**src/rtl/pmax2d_pkg.sv**
```systemverilog
`default_nettype none

package pmax2d_pkg;

  localparam int unsigned CFG_IDX_W  = 1;
  localparam int unsigned CFG_DATA_W = 16;

  localparam int unsigned NUM_COLS_W = 7;
  localparam int unsigned NUM_ROWS_W = 16;

  localparam logic [NUM_COLS_W-1:0] NUM_COLS_RST = 7'd64;
  localparam logic [NUM_ROWS_W-1:0] NUM_ROWS_RST = 16'd1;

  typedef enum logic [CFG_IDX_W-1:0] {
    CFG_NUM_COLS = 1'b0,
    CFG_NUM_ROWS = 1'b1
  } cfg_reg_e;

  // Where an item sits in the frame, worked out when it is accepted.
  typedef struct packed {
    logic first_col;
    logic first_row;
    logic last_col;
    logic last_frame;
  } pos_t;

endpackage

`default_nettype wire

```
**src/rtl/pmax2d_pos.sv**
```systemverilog
`default_nettype none

module pmax2d_pos import pmax2d_pkg::*; #(
  parameter int unsigned MAX_COLS = 64
) (
  input  wire logic                                clk_i,
  input  wire logic                                rst_ni,
  input  wire logic                                cfg_we_i,
  input  wire logic [CFG_IDX_W-1:0]                cfg_index_i,
  input  wire logic [CFG_DATA_W-1:0]               cfg_data_i,
  input  wire logic                                step_i,
  output logic      [$clog2(MAX_COLS)-1:0]         col_o,
  output pos_t                                     pos_o
);

  localparam int unsigned AW    = $clog2(MAX_COLS);
  localparam int unsigned CMP_W = (AW + 1 > NUM_COLS_W) ? AW + 1 : NUM_COLS_W;

  logic [NUM_COLS_W-1:0] num_cols_q;
  logic [NUM_ROWS_W-1:0] num_rows_q;
  logic [AW-1:0]         col_q, col_d;
  logic [NUM_ROWS_W-1:0] row_q, row_d;

  logic [CMP_W-1:0]      nc_w;
  logic [CMP_W-1:0]      cols_eff;
  logic [NUM_ROWS_W-1:0] rows_eff;
  logic                  last_col;
  logic                  last_row;

  always_ff @(posedge clk_i or negedge rst_ni) begin
    if (!rst_ni) begin
      num_cols_q <= NUM_COLS_RST;
      num_rows_q <= NUM_ROWS_RST;
    end else if (cfg_we_i) begin
      unique case (cfg_reg_e'(cfg_index_i))
        CFG_NUM_COLS: num_cols_q <= cfg_data_i[NUM_COLS_W-1:0];
        CFG_NUM_ROWS: num_rows_q <= cfg_data_i[NUM_ROWS_W-1:0];
      endcase
    end
  end

  // A column count of zero acts as one and anything above the line store depth
  // is clipped to it; a row count of zero acts as one.
  always_comb begin
    nc_w = CMP_W'(num_cols_q);
    if (nc_w == '0) begin
      cols_eff = CMP_W'(1);
    end else if (nc_w > CMP_W'(MAX_COLS)) begin
      cols_eff = CMP_W'(MAX_COLS);
    end else begin
      cols_eff = nc_w;
    end
    rows_eff = (num_rows_q == '0) ? NUM_ROWS_W'(1) : num_rows_q;

    last_col = (CMP_W'(col_q) + CMP_W'(1)) >= cols_eff;
    last_row = ({1'b0, row_q} + 17'd1) >= {1'b0, rows_eff};

    if (last_col) begin
      col_d = '0;
      row_d = last_row ? '0 : row_q + NUM_ROWS_W'(1);
    end else begin
      col_d = col_q + AW'(1);
      row_d = row_q;
    end
  end

  always_ff @(posedge clk_i or negedge rst_ni) begin
    if (!rst_ni) begin
      col_q <= '0;
      row_q <= '0;
    end else if (step_i) begin
      col_q <= col_d;
      row_q <= row_d;
    end
  end

  assign col_o            = col_q;
  assign pos_o.first_col  = (col_q == '0);
  assign pos_o.first_row  = (row_q == '0);
  assign pos_o.last_col   = last_col;
  assign pos_o.last_frame = last_col & last_row;

endmodule

`default_nettype wire

```
**src/rtl/pmax2d_line.sv**
```systemverilog
`default_nettype none

module pmax2d_line import pmax2d_pkg::*; #(
  parameter int unsigned MAX_COLS   = 64,
  parameter int unsigned DATA_WIDTH = 32
) (
  input  wire logic                        clk_i,
  input  wire logic                        wr_en_i,
  input  wire logic [$clog2(MAX_COLS)-1:0] wr_addr_i,
  input  wire logic [DATA_WIDTH-1:0]       wr_data_i,
  input  wire logic                        rd_en_i,
  input  wire logic [$clog2(MAX_COLS)-1:0] rd_addr_i,
  output logic      [DATA_WIDTH-1:0]       rd_data_o
);

  logic [DATA_WIDTH-1:0] mem [MAX_COLS];
  logic [DATA_WIDTH-1:0] rd_q;
  logic [DATA_WIDTH-1:0] byp_data_q;
  logic                  byp_q;

  always_ff @(posedge clk_i) begin
    if (wr_en_i) begin
      mem[wr_addr_i] <= wr_data_i;
    end
  end

  // With a single column the entry being read is written on the same edge, so
  // the new value is carried round the array.
  always_ff @(posedge clk_i) begin
    if (rd_en_i) begin
      rd_q       <= mem[rd_addr_i];
      byp_q      <= wr_en_i && (wr_addr_i == rd_addr_i);
      byp_data_q <= wr_data_i;
    end
  end

  assign rd_data_o = byp_q ? byp_data_q : rd_q;

endmodule

`default_nettype wire

```
**src/rtl/prefix_max_2d_stream.sv**
```systemverilog
`default_nettype none
// Two-dimensional prefix maximum over a raster stream of signed elements.
// Each result passes through an input register, then a result register;
// one line store read per item keeps it at one item per cycle.
// Throughput: one item per clock, sustained while the output side is ready.
// Reset clears the position counters, the handshake state and the configuration
// (64 columns, one row); the line store is not cleared and needs no sweep.

module prefix_max_2d_stream import pmax2d_pkg::*; #(
  parameter int unsigned MAX_COLS   = 64,
  parameter int unsigned DATA_WIDTH = 32
) (
  input  wire logic                                clk_i,
  input  wire logic                                rst_ni,
  // configuration write channel
  input  wire logic                                cfg_valid_i,
  output logic                                     cfg_ready_o,
  input  wire logic [CFG_IDX_W-1:0]                cfg_index_i,
  input  wire logic [CFG_DATA_W-1:0]               cfg_data_i,
  // input stream
  input  wire logic                                s_axis_tvalid_i,
  output logic                                     s_axis_tready_o,
  input  wire logic [((DATA_WIDTH+7)/8)*8-1:0]     s_axis_tdata_i,  // sample
  // output stream
  output logic                                     m_axis_tvalid_o,
  input  wire logic                                m_axis_tready_i,
  output logic      [((DATA_WIDTH+7)/8)*8-1:0]     m_axis_tdata_o,  // running_max
  output logic                                     m_axis_tuser_o,  // row_end
  output logic                                     m_axis_tlast_o   // frame_end
);

  localparam int unsigned AW     = $clog2(MAX_COLS);
  localparam int unsigned TDATA_W = ((DATA_WIDTH + 7) / 8) * 8;

  logic                  in_acc;
  logic                  s1_go;
  logic                  out_free;

  logic [AW-1:0]         col;
  pos_t                  pos;

  logic                  s1_vld_q;
  logic [DATA_WIDTH-1:0] s1_sample_q;
  logic [AW-1:0]         s1_col_q;
  pos_t                  s1_pos_q;

  logic [DATA_WIDTH-1:0] above;
  logic [DATA_WIDTH-1:0] left_q;
  logic [DATA_WIDTH-1:0] x_left;
  logic [DATA_WIDTH-1:0] x_d;

  logic                  out_vld_q;
  logic [DATA_WIDTH-1:0] out_max_q;
  logic                  out_row_end_q;
  logic                  out_frame_end_q;

  assign cfg_ready_o     = 1'b1;
  assign out_free        = !out_vld_q || m_axis_tready_i;
  assign s1_go           = s1_vld_q && out_free;
  assign s_axis_tready_o = !s1_vld_q || s1_go;
  assign in_acc          = s_axis_tvalid_i && s_axis_tready_o;

  pmax2d_pos #(
    .MAX_COLS (MAX_COLS)
  ) u_pos (
    .clk_i       (clk_i),
    .rst_ni      (rst_ni),
    .cfg_we_i    (cfg_valid_i),
    .cfg_index_i (cfg_index_i),
    .cfg_data_i  (cfg_data_i),
    .step_i      (in_acc),
    .col_o       (col),
    .pos_o       (pos)
  );

  pmax2d_line #(
    .MAX_COLS   (MAX_COLS),
    .DATA_WIDTH (DATA_WIDTH)
  ) u_line (
    .clk_i     (clk_i),
    .wr_en_i   (s1_go),
    .wr_addr_i (s1_col_q),
    .wr_data_i (x_d),
    .rd_en_i   (in_acc),
    .rd_addr_i (col),
    .rd_data_o (above)
  );

  always_ff @(posedge clk_i or negedge rst_ni) begin
    if (!rst_ni) begin
      s1_vld_q <= 1'b0;
    end else if (s_axis_tready_o) begin
      s1_vld_q <= s_axis_tvalid_i;
    end
  end

  always_ff @(posedge clk_i) begin
    if (in_acc) begin
      s1_sample_q <= s_axis_tdata_i[DATA_WIDTH-1:0];
      s1_col_q    <= col;
      s1_pos_q    <= pos;
    end
  end

  // Missing neighbours on the first row or column are simply left out.
  always_comb begin
    x_left = s1_sample_q;
    if (!s1_pos_q.first_col && ($signed(left_q) > $signed(x_left))) begin
      x_left = left_q;
    end
    x_d = x_left;
    if (!s1_pos_q.first_row && ($signed(above) > $signed(x_left))) begin
      x_d = above;
    end
  end

  always_ff @(posedge clk_i) begin
    if (s1_go) begin
      left_q          <= x_d;
      out_max_q       <= x_d;
      out_row_end_q   <= s1_pos_q.last_col;
      out_frame_end_q <= s1_pos_q.last_frame;
    end
  end

  always_ff @(posedge clk_i or negedge rst_ni) begin
    if (!rst_ni) begin
      out_vld_q <= 1'b0;
    end else if (out_free) begin
      out_vld_q <= s1_vld_q;
    end
  end

  assign m_axis_tvalid_o = out_vld_q;
  assign m_axis_tdata_o  = TDATA_W'(out_max_q);
  assign m_axis_tuser_o  = out_row_end_q;
  assign m_axis_tlast_o  = out_frame_end_q;

endmodule

`default_nettype wire

```
**config.mk**
```make
export PLATFORM = sky130hd
export DESIGN_NAME = prefix_max_2d_stream
export DESIGN_NICKNAME = d
export VERILOG_FILES = /design/src/rtl/pmax2d_pkg.sv /design/src/rtl/pmax2d_pos.sv /design/src/rtl/pmax2d_line.sv /design/src/rtl/prefix_max_2d_stream.sv
export SDC_FILE = /design/constraint.sdc
export NUM_CORES = 2
export LEC_CHECK = 0
export ABC_AREA = 1
export BUFFER_PORTS_ARGS = -buffer_cell sky130_fd_sc_hd__buf_2
export CAP_MARGIN = 5
export CORE_MARGIN = 3
export CORE_UTILIZATION = 28
export CTS_CLUSTER_SIZE = 14
export DETAILED_ROUTE_END_ITERATION = 10
export HOLD_SLACK_MARGIN = 0.15
export SYNTH_ARGS = -nofsm -noshare
export SYNTH_HDL_FRONTEND = slang
export SYNTH_HIERARCHICAL = 1
export SYNTH_SLANG_ARGS = --single-unit
```
**constraint.sdc**
```tcl
create_clock -name clk_i -period 11 [get_ports clk_i]
set_clock_uncertainty 0.05 [all_clocks]
set_input_delay 1.65 -clock clk_i [delete_from_list [all_inputs] [get_ports clk_i]]
set_output_delay 1.65 -clock clk_i [all_outputs]
set_load 0.01 [all_outputs]
```
Yosys cells after proc, flatten, opt, wreduce, memory -nomap -nowiden
Memory sizes are Yosys's and may differ from the RTL's. A register that Yosys moved wholly into a read port is not among the register bits.
Index checks and enable logic that the tools add are counted.
Word-level totals
  memories: 1
  output and inout port bits: 37
  memory bits (writable): 2048
  word-level logic and storage cells: 58
  register bits after elaboration: 156
Memory list
  u_line.mem: words 64, width 32, rd ports 1, clocked after memory_dff 1, write ports 1, line pmax2d_line.sv:16  | logic [DATA_WIDTH-1:0] mem [MAX_COLS];
Cells by class
  eq/ne operators: 1
  reduce and logical (&&, ||, !) cells: 18
  mux-type cells: 10
  add/sub/neg operators: 4
  magnitude comparators: 5
  bitwise operators: 2
Operator list (count)
  $mux 32: 3
  $gt 32x32->1: 2
  $logic_not 16->1: 2
  $mux 16: 2
  $add 16x1->17 const B: 1
  $ge 17x16->1: 1
  $add 16x1->16 const B: 1
  $mux 7: 2
  $add 6x1->7 const B: 1
  $ge 7x7->1: 1
  $gt 7x7->1 const B: 1
  $logic_not 7->1: 1
  $add 6x1->6 const B: 1
  $eq 6x6->1: 1
  $logic_not 6->1: 1
  $mux 6: 1
  $reduce_and 2->1: 3
  $logic_and 1x1->1: 5
  $logic_not 1->1: 4
  $logic_or 1x1->1: 2
  $mux 1: 2
  $and 1x1->1: 1
  $not 1->1: 1

Logic depth before layout (Yosys ltp)
  depth in word-level cells: 6
  gate-level depth with buffers: 32
  depth with buffers taken out: 31

Cells and area by module
Netlist, hierarchy kept.
By module, submodules not included
  pmax2d_line: sequential area each 63450.9 µm², area each 84527.3 µm², cells each 6863, instances 1
  prefix_max_2d_stream: sequential area each 2332.2 µm², area each 5380.2 µm², cells each 584, instances 1
  pmax2d_pos: sequential area each 1128.6 µm², area each 3031.7 µm², cells each 394, instances 1

Least setup slack after synthesis
No wires, ideal clock.
  path type: input -> register
  start point: input m_axis_tready_i
  end point: memory u_line.mem[48][0], enable pin
  stages: 5
  arrival time: 7.161 ns
  path slack: 3.287 ns
  required time: 10.448 ns
  path through: inv_1 -> a21oi_1 -> clkbuf_1 -> nand4_1 -> nor4_1
On the way
  word-level cells in the longest chain between the ends: 4
RTL lines
  from (decl): line prefix_max_2d_stream.sv:26  | input wire logic m_axis_tready_i,
  $logic_or 1x1->1: line prefix_max_2d_stream.sv:58  | assign out_free = !out_vld_q || m_axis_tready_i;
  $logic_and 1x1->1: line prefix_max_2d_stream.sv:59  | assign s1_go = s1_vld_q && out_free;
  net s1_go: line prefix_max_2d_stream.sv:36  | logic s1_go;
  $mux 1: line pmax2d_line.sv:22  | if (wr_en_i) begin
  $mux 1 (not written as such): line pmax2d_line.sv:23  | mem[wr_addr_i] <= wr_data_i;
  to (decl): line pmax2d_line.sv:16
The timed path passes the listed nets, and every way through them passes these cells.

==> impl_metrics.py <==
metrics = {
    "status": {
        "status": "completed",
    },
    "synth": {
        "synth.cell_area_um2": 92900,
        "async_flop_share": 0.0210,
        "postSynthRegisterBits": 2236,
        "mappedNetlistNets": 7986,
        "ys.warnings.count": 6,
        "syn_inst": 7841,
        "synth.yosys.seq_area_share": 0.720,
        "synth_ff_type": "sky130_fd_sc_hd__edfxtp_1",
        "synth.lib_cells_used.distinct": 47,
        "synth_edf_count": 2189,
        "syn_area_per_cell_um2": 11.9,
    },
    "floorplanning": {
        "start_util": 0.283,
        "fp.dieArea_um2": 339000,
        "core_um2": 329000,
        "die_height_um": 582,
        "standard_cell_row_count": 210,
        "floorplan.die.width_um": 582,
        "io_pins": 91,
    },
    "power": {
        "comb_power_share": 0.365,
        "netSwitchingFraction": 0.396,
        "max-vdd-ir-drop_mv": 0.448,
        "leakagePower_nw": 37.2,
        "power.density_cell_area_nw_per_um2": 324,
        "total_switching_power_mw": 13.5,
        "design_power_total_mw": 34.1,
        "p_seq_frac": 0.418,
        "internal-power_mw": 20.6,
        "clockPowerShare": 0.217,
    },
    "clock_tree": {
        "clk_pin_slew_ns": 0.06,
        "ctsResizeCount": 0,
        "cts_tree": "done",
        "post-cts-setup-buffer-count": 0,
        "h-tree-depth": 4,
        "cts_sinks": 2236,
        "cts_root_buffer": "sky130_fd_sc_hd__clkbuf_16",
        "post_cts_hold_buffer_count": 0,
        "ctsLongestPathBuffers": 3,
        "clock_insertion_delay_worst_skew_ns": 0.86,
        "cts_inserted_buffers": 224,
    },
    "critical_path": {
        "cp.arrival_ns": 7.78,
        "start_kind": "register",
        "critical_path_required_ns": 11.47,
        "largest_fanout_on_the_critical_path": 34,
        "setup.worst_path.end_class": "register",
        "timing.setup.critical_path_class": "reg -> reg",
    },
    "global_routing": {
        "grt_start_max_net_pins": 198,
        "grt-ovfl-total": 0,
        "antenna_found_initial": 15,
        "all_layer_global_routing_usage": 0.162,
        "grt_first_pass_wirelength_um": 410000,
        "grt_pass1_vias": 59545,
    },
    "detailed_routing": {
        "num_vias": 62498,
        "drc_violations_left": 0,
        "routed_via_density": 5.05,
        "ant_nets": 0,
        "totalWireLength_um": 284000,
        "drtIter0Drc": 7214,
        "wire_per_inst_um": 23.0,
        "detailedRoute.firstPassIterationCount": 6,
    },
    "timing": {
        "timing_worst_slew_pin_value_ns": 1.15,
        "worst_slew_margin_rel": 0.231,
        "timing.final.setup_violations": 0,
        "finalWorstPathRequiredPeriod_ns": 7.31,
        "grt_setup_unrepaired": "no",
        "timing.final.hold_violations": 0,
        "final.period_utilization": 0.664,
        "finalHoldWorstSlack_ns": 0.371,
        "maxSlewViolCount": 0,
        "fmax_mhz": 137,
        "final.setup.tns_ns": 0,
    },
    "placement": {
        "port-buffer-count": 89,
        "finalWeightedCongestion": 0.852,
        "dp.final_hpwl_um": 144000,
    },
    "run": {
        "max_cap_viols": 0,
    },
    "layout": {
        "final_layout_size_suffix_gt1_frac": 0.0933,
        "syn2layout_area_growth_pct": 13.3,
        "layout.nets": 7965,
    },
    "worst_hold_path": {
        "timing.hold.worst.class": "reg -> reg",
    },
}
[critical path, stage by stage (launching register included)]
cell	delay [ns]
sky130_fd_sc_hd__edfxtp_1	0.43
sky130_fd_sc_hd__ha_1	0.33
sky130_fd_sc_hd__nand4_1	0.14
sky130_fd_sc_hd__nor3_1	0.34
sky130_fd_sc_hd__nand2_1	0.10
sky130_fd_sc_hd__nand2_1	0.09
sky130_fd_sc_hd__nand2_1	0.10
sky130_fd_sc_hd__nand3_2	0.61
sky130_fd_sc_hd__nand3_2	0.91
sky130_fd_sc_hd__nand2_1	0.37
sky130_fd_sc_hd__nand2_1	0.09
sky130_fd_sc_hd__ha_1	0.29
sky130_fd_sc_hd__nand2_1	0.08
sky130_fd_sc_hd__inv_1	0.03
sky130_fd_sc_hd__o21ai_0	0.13
sky130_fd_sc_hd__a21oi_1	0.09
sky130_fd_sc_hd__nor2_1	0.13
sky130_fd_sc_hd__nand2_1	0.13
sky130_fd_sc_hd__nand2_2	0.10
sky130_fd_sc_hd__nand2_2	0.06
sky130_fd_sc_hd__nand2_4	0.37
sky130_fd_sc_hd__nand3_4	0.62
sky130_fd_sc_hd__nand3_1	0.32
sky130_fd_sc_hd__nand2_2	0.51
sky130_fd_sc_hd__buf_4	0.49
[worst paths after layout]
path                                        start           endpoint  slack, ns  depth (start not counted)
max in group asynchronous                  rst_ni     u_pos/col_o[1]       9.55                          2
worst max register to register  m_axis_tdata_o[9]  u_line/mem[44][0]       3.69                         24
min in group asynchronous                  rst_ni           s1_vld_q       0.86                          2
worst min-delay path                  s1_pos_q[0]     m_axis_tlast_o       0.37                          0
worst max-delay path            m_axis_tdata_o[9]  u_line/mem[44][0]       3.69                         24
worst min register to register        s1_pos_q[0]     m_axis_tlast_o       0.37                          0
[logic make-up (layout without fill, tap and decap cells)]
family | after synthesis | in the layout | synth area share
muxes | 32 | 32 | 0.00388
AOI/OAI and AO/OA | 90 | 90 | 0.00536
buffers and inverters | 642 | 807 | 0.0328
DFF | 2236 | 2236 | 0.720
other | 1 | 14 | 0.0000403
and+or+nand+nor | 4734 | 4734 | 0.224
xor gates and xnor gates | 15 | 15 | 0.00149
adders and majority gates | 91 | 91 | 0.0123
[final cells by class]
| cell class | count | area [um2] |
|---|---|---|
| Tap cell | 4346 | 5440 |
| Antenna cell | 13 | 32.5 |
| Fill cell | 32344 | 223000 |
| Clock inverter | 128 | 1150 |
| Sequential cell | 2236 | 66900 |
| Multi-Input combinational cell | 4963 | 23500 |
| Clock buffer | 284 | 5920 |
| Timing Repair Buffer | 243 | 1690 |
| Inverter | 152 | 617 |
[flip-flops by register name, summed over array words and instances, names as in the netlist]
register and cells:
s1_col_q 6, u_pos/nc_w 7, u_pos/row_q 16, m_axis_tlast_o 1, s1_pos_q 4, u_pos/num_rows_q 16, u_line/rd_q 32, u_pos/col_o 6
s1_vld_q 1, m_axis_tvalid_o 1, m_axis_tuser_o 1, u_line/mem 2048, u_line/byp_data_q 32, s1_sample_q 32, u_line/byp_q 1, m_axis_tdata_o 32
[cells in the final DEF, fill, tap and decap left out, types with 3 or more instances in the layout]
| cell | count |
|---|---|
| sky130_fd_sc_hd__inv_1 | 142 |
| sky130_fd_sc_hd__a21oi_1 | 46 |
| sky130_fd_sc_hd__buf_12 | 7 |
| sky130_fd_sc_hd__bufinv_16 | 18 |
| sky130_fd_sc_hd__nor2_1 | 43 |
| sky130_fd_sc_hd__mux2_2 | 32 |
| sky130_fd_sc_hd__nand3_2 | 36 |
| sky130_fd_sc_hd__clkinv_4 | 4 |
| sky130_fd_sc_hd__a21oi_2 | 3 |
| sky130_fd_sc_hd__xor2_1 | 14 |
| sky130_fd_sc_hd__inv_2 | 4 |
| sky130_fd_sc_hd__nand3_1 | 1921 |
| sky130_fd_sc_hd__dfrtp_4 | 5 |
| sky130_fd_sc_hd__clkinv_1 | 62 |
| sky130_fd_sc_hd__inv_6 | 8 |
| sky130_fd_sc_hd__nor2_4 | 60 |
| sky130_fd_sc_hd__clkbuf_16 | 228 |
| sky130_fd_sc_hd__o21a_1 | 4 |
| sky130_fd_sc_hd__clkbuf_1 | 56 |
| sky130_fd_sc_hd__nand2_1 | 2496 |
| sky130_fd_sc_hd__clkinv_2 | 26 |
| sky130_fd_sc_hd__nor4_1 | 5 |
| sky130_fd_sc_hd__nor3_1 | 10 |
| sky130_fd_sc_hd__nand2_2 | 38 |
| sky130_fd_sc_hd__o21ai_0 | 28 |
| sky130_fd_sc_hd__inv_16 | 3 |
| sky130_fd_sc_hd__nor2_2 | 6 |
| sky130_fd_sc_hd__diode_2 | 13 |
| sky130_fd_sc_hd__dfrtp_1 | 40 |
| sky130_fd_sc_hd__ha_1 | 91 |
| sky130_fd_sc_hd__nand4_1 | 99 |
| sky130_fd_sc_hd__clkinvlp_4 | 6 |
| sky130_fd_sc_hd__buf_4 | 147 |
| sky130_fd_sc_hd__edfxtp_1 | 2189 |
| sky130_fd_sc_hd__nor4_2 | 8 |
| sky130_fd_sc_hd__buf_2 | 89 |
| sky130_fd_sc_hd__clkinv_8 | 3 |
[synth_stat cells, types with 4 or more instances]
cell type / number / area share
sky130_fd_sc_hd__inv_1: 147 / 0.0059
sky130_fd_sc_hd__ha_1: 91 / 0.012
sky130_fd_sc_hd__buf_2: 263 / 0.014
sky130_fd_sc_hd__buf_1: 56 / 0.0023
sky130_fd_sc_hd__dfrtp_1: 45 / 0.012
sky130_fd_sc_hd__o21a_1: 4 / 0.00032
sky130_fd_sc_hd__nand2_2: 6 / 0.00040
sky130_fd_sc_hd__buf_6: 15 / 0.0018
sky130_fd_sc_hd__clkbuf_1: 109 / 0.0044
sky130_fd_sc_hd__edfxtp_1: 2189 / 0.71
sky130_fd_sc_hd__nor4_1: 13 / 0.00088
sky130_fd_sc_hd__nor3_1: 10 / 0.00054
sky130_fd_sc_hd__nor2_1: 99 / 0.0040
sky130_fd_sc_hd__a21oi_1: 47 / 0.0025
sky130_fd_sc_hd__nand3_2: 36 / 0.0039
sky130_fd_sc_hd__nand3_1: 1921 / 0.10
sky130_fd_sc_hd__nand4_1: 99 / 0.0067
sky130_fd_sc_hd__buf_4: 44 / 0.0036
sky130_fd_sc_hd__nor2_2: 6 / 0.00040
sky130_fd_sc_hd__mux2_2: 32 / 0.0039
sky130_fd_sc_hd__nor2_4: 4 / 0.00048
sky130_fd_sc_hd__nand2_1: 2528 / 0.10
sky130_fd_sc_hd__xor2_1: 14 / 0.0013
sky130_fd_sc_hd__o21ai_0: 28 / 0.0015
[per-stage QoR]
step            util  cell area, um2  worst slack [ns]  instances
2_1_floorplan      -           92900              3.29       7841
3_3_place_gp   0.299           98200              3.78      11940
3_5_place_dp   0.299           98200              3.75      11940
4_1_cts        0.320          105000              3.75      12352
5_1_grt        0.320          105000              3.33      12356
6_report       0.320          105000              3.69      12365
[per-layer routing]
metal / up-vias / share of wire / wire (um) / track usage
met5: - / 0.00011 / 30 / 0
met4: 4 / 0.047 / 13500 / 0.0737
met3: 536 / 0.083 / 23600 / 0.0245
met2: 3013 / 0.47 / 134000 / 0.265
met1: 31129 / 0.40 / 113000 / 0.212
li1: 27816 / - / - / -
[power by group through the flow]
stage	Combinational, mW	Sequential, mW	Clock, mW
finish	12.5	14.3	7.41
detailed placement	12.4	14.4	0
global route	13.5	14.3	7.86
global placement	12.1	14.4	0
floorplan	7.33	14.5	0
CTS	12.4	14.3	7.52
Power figures use the tool's default switching activity.
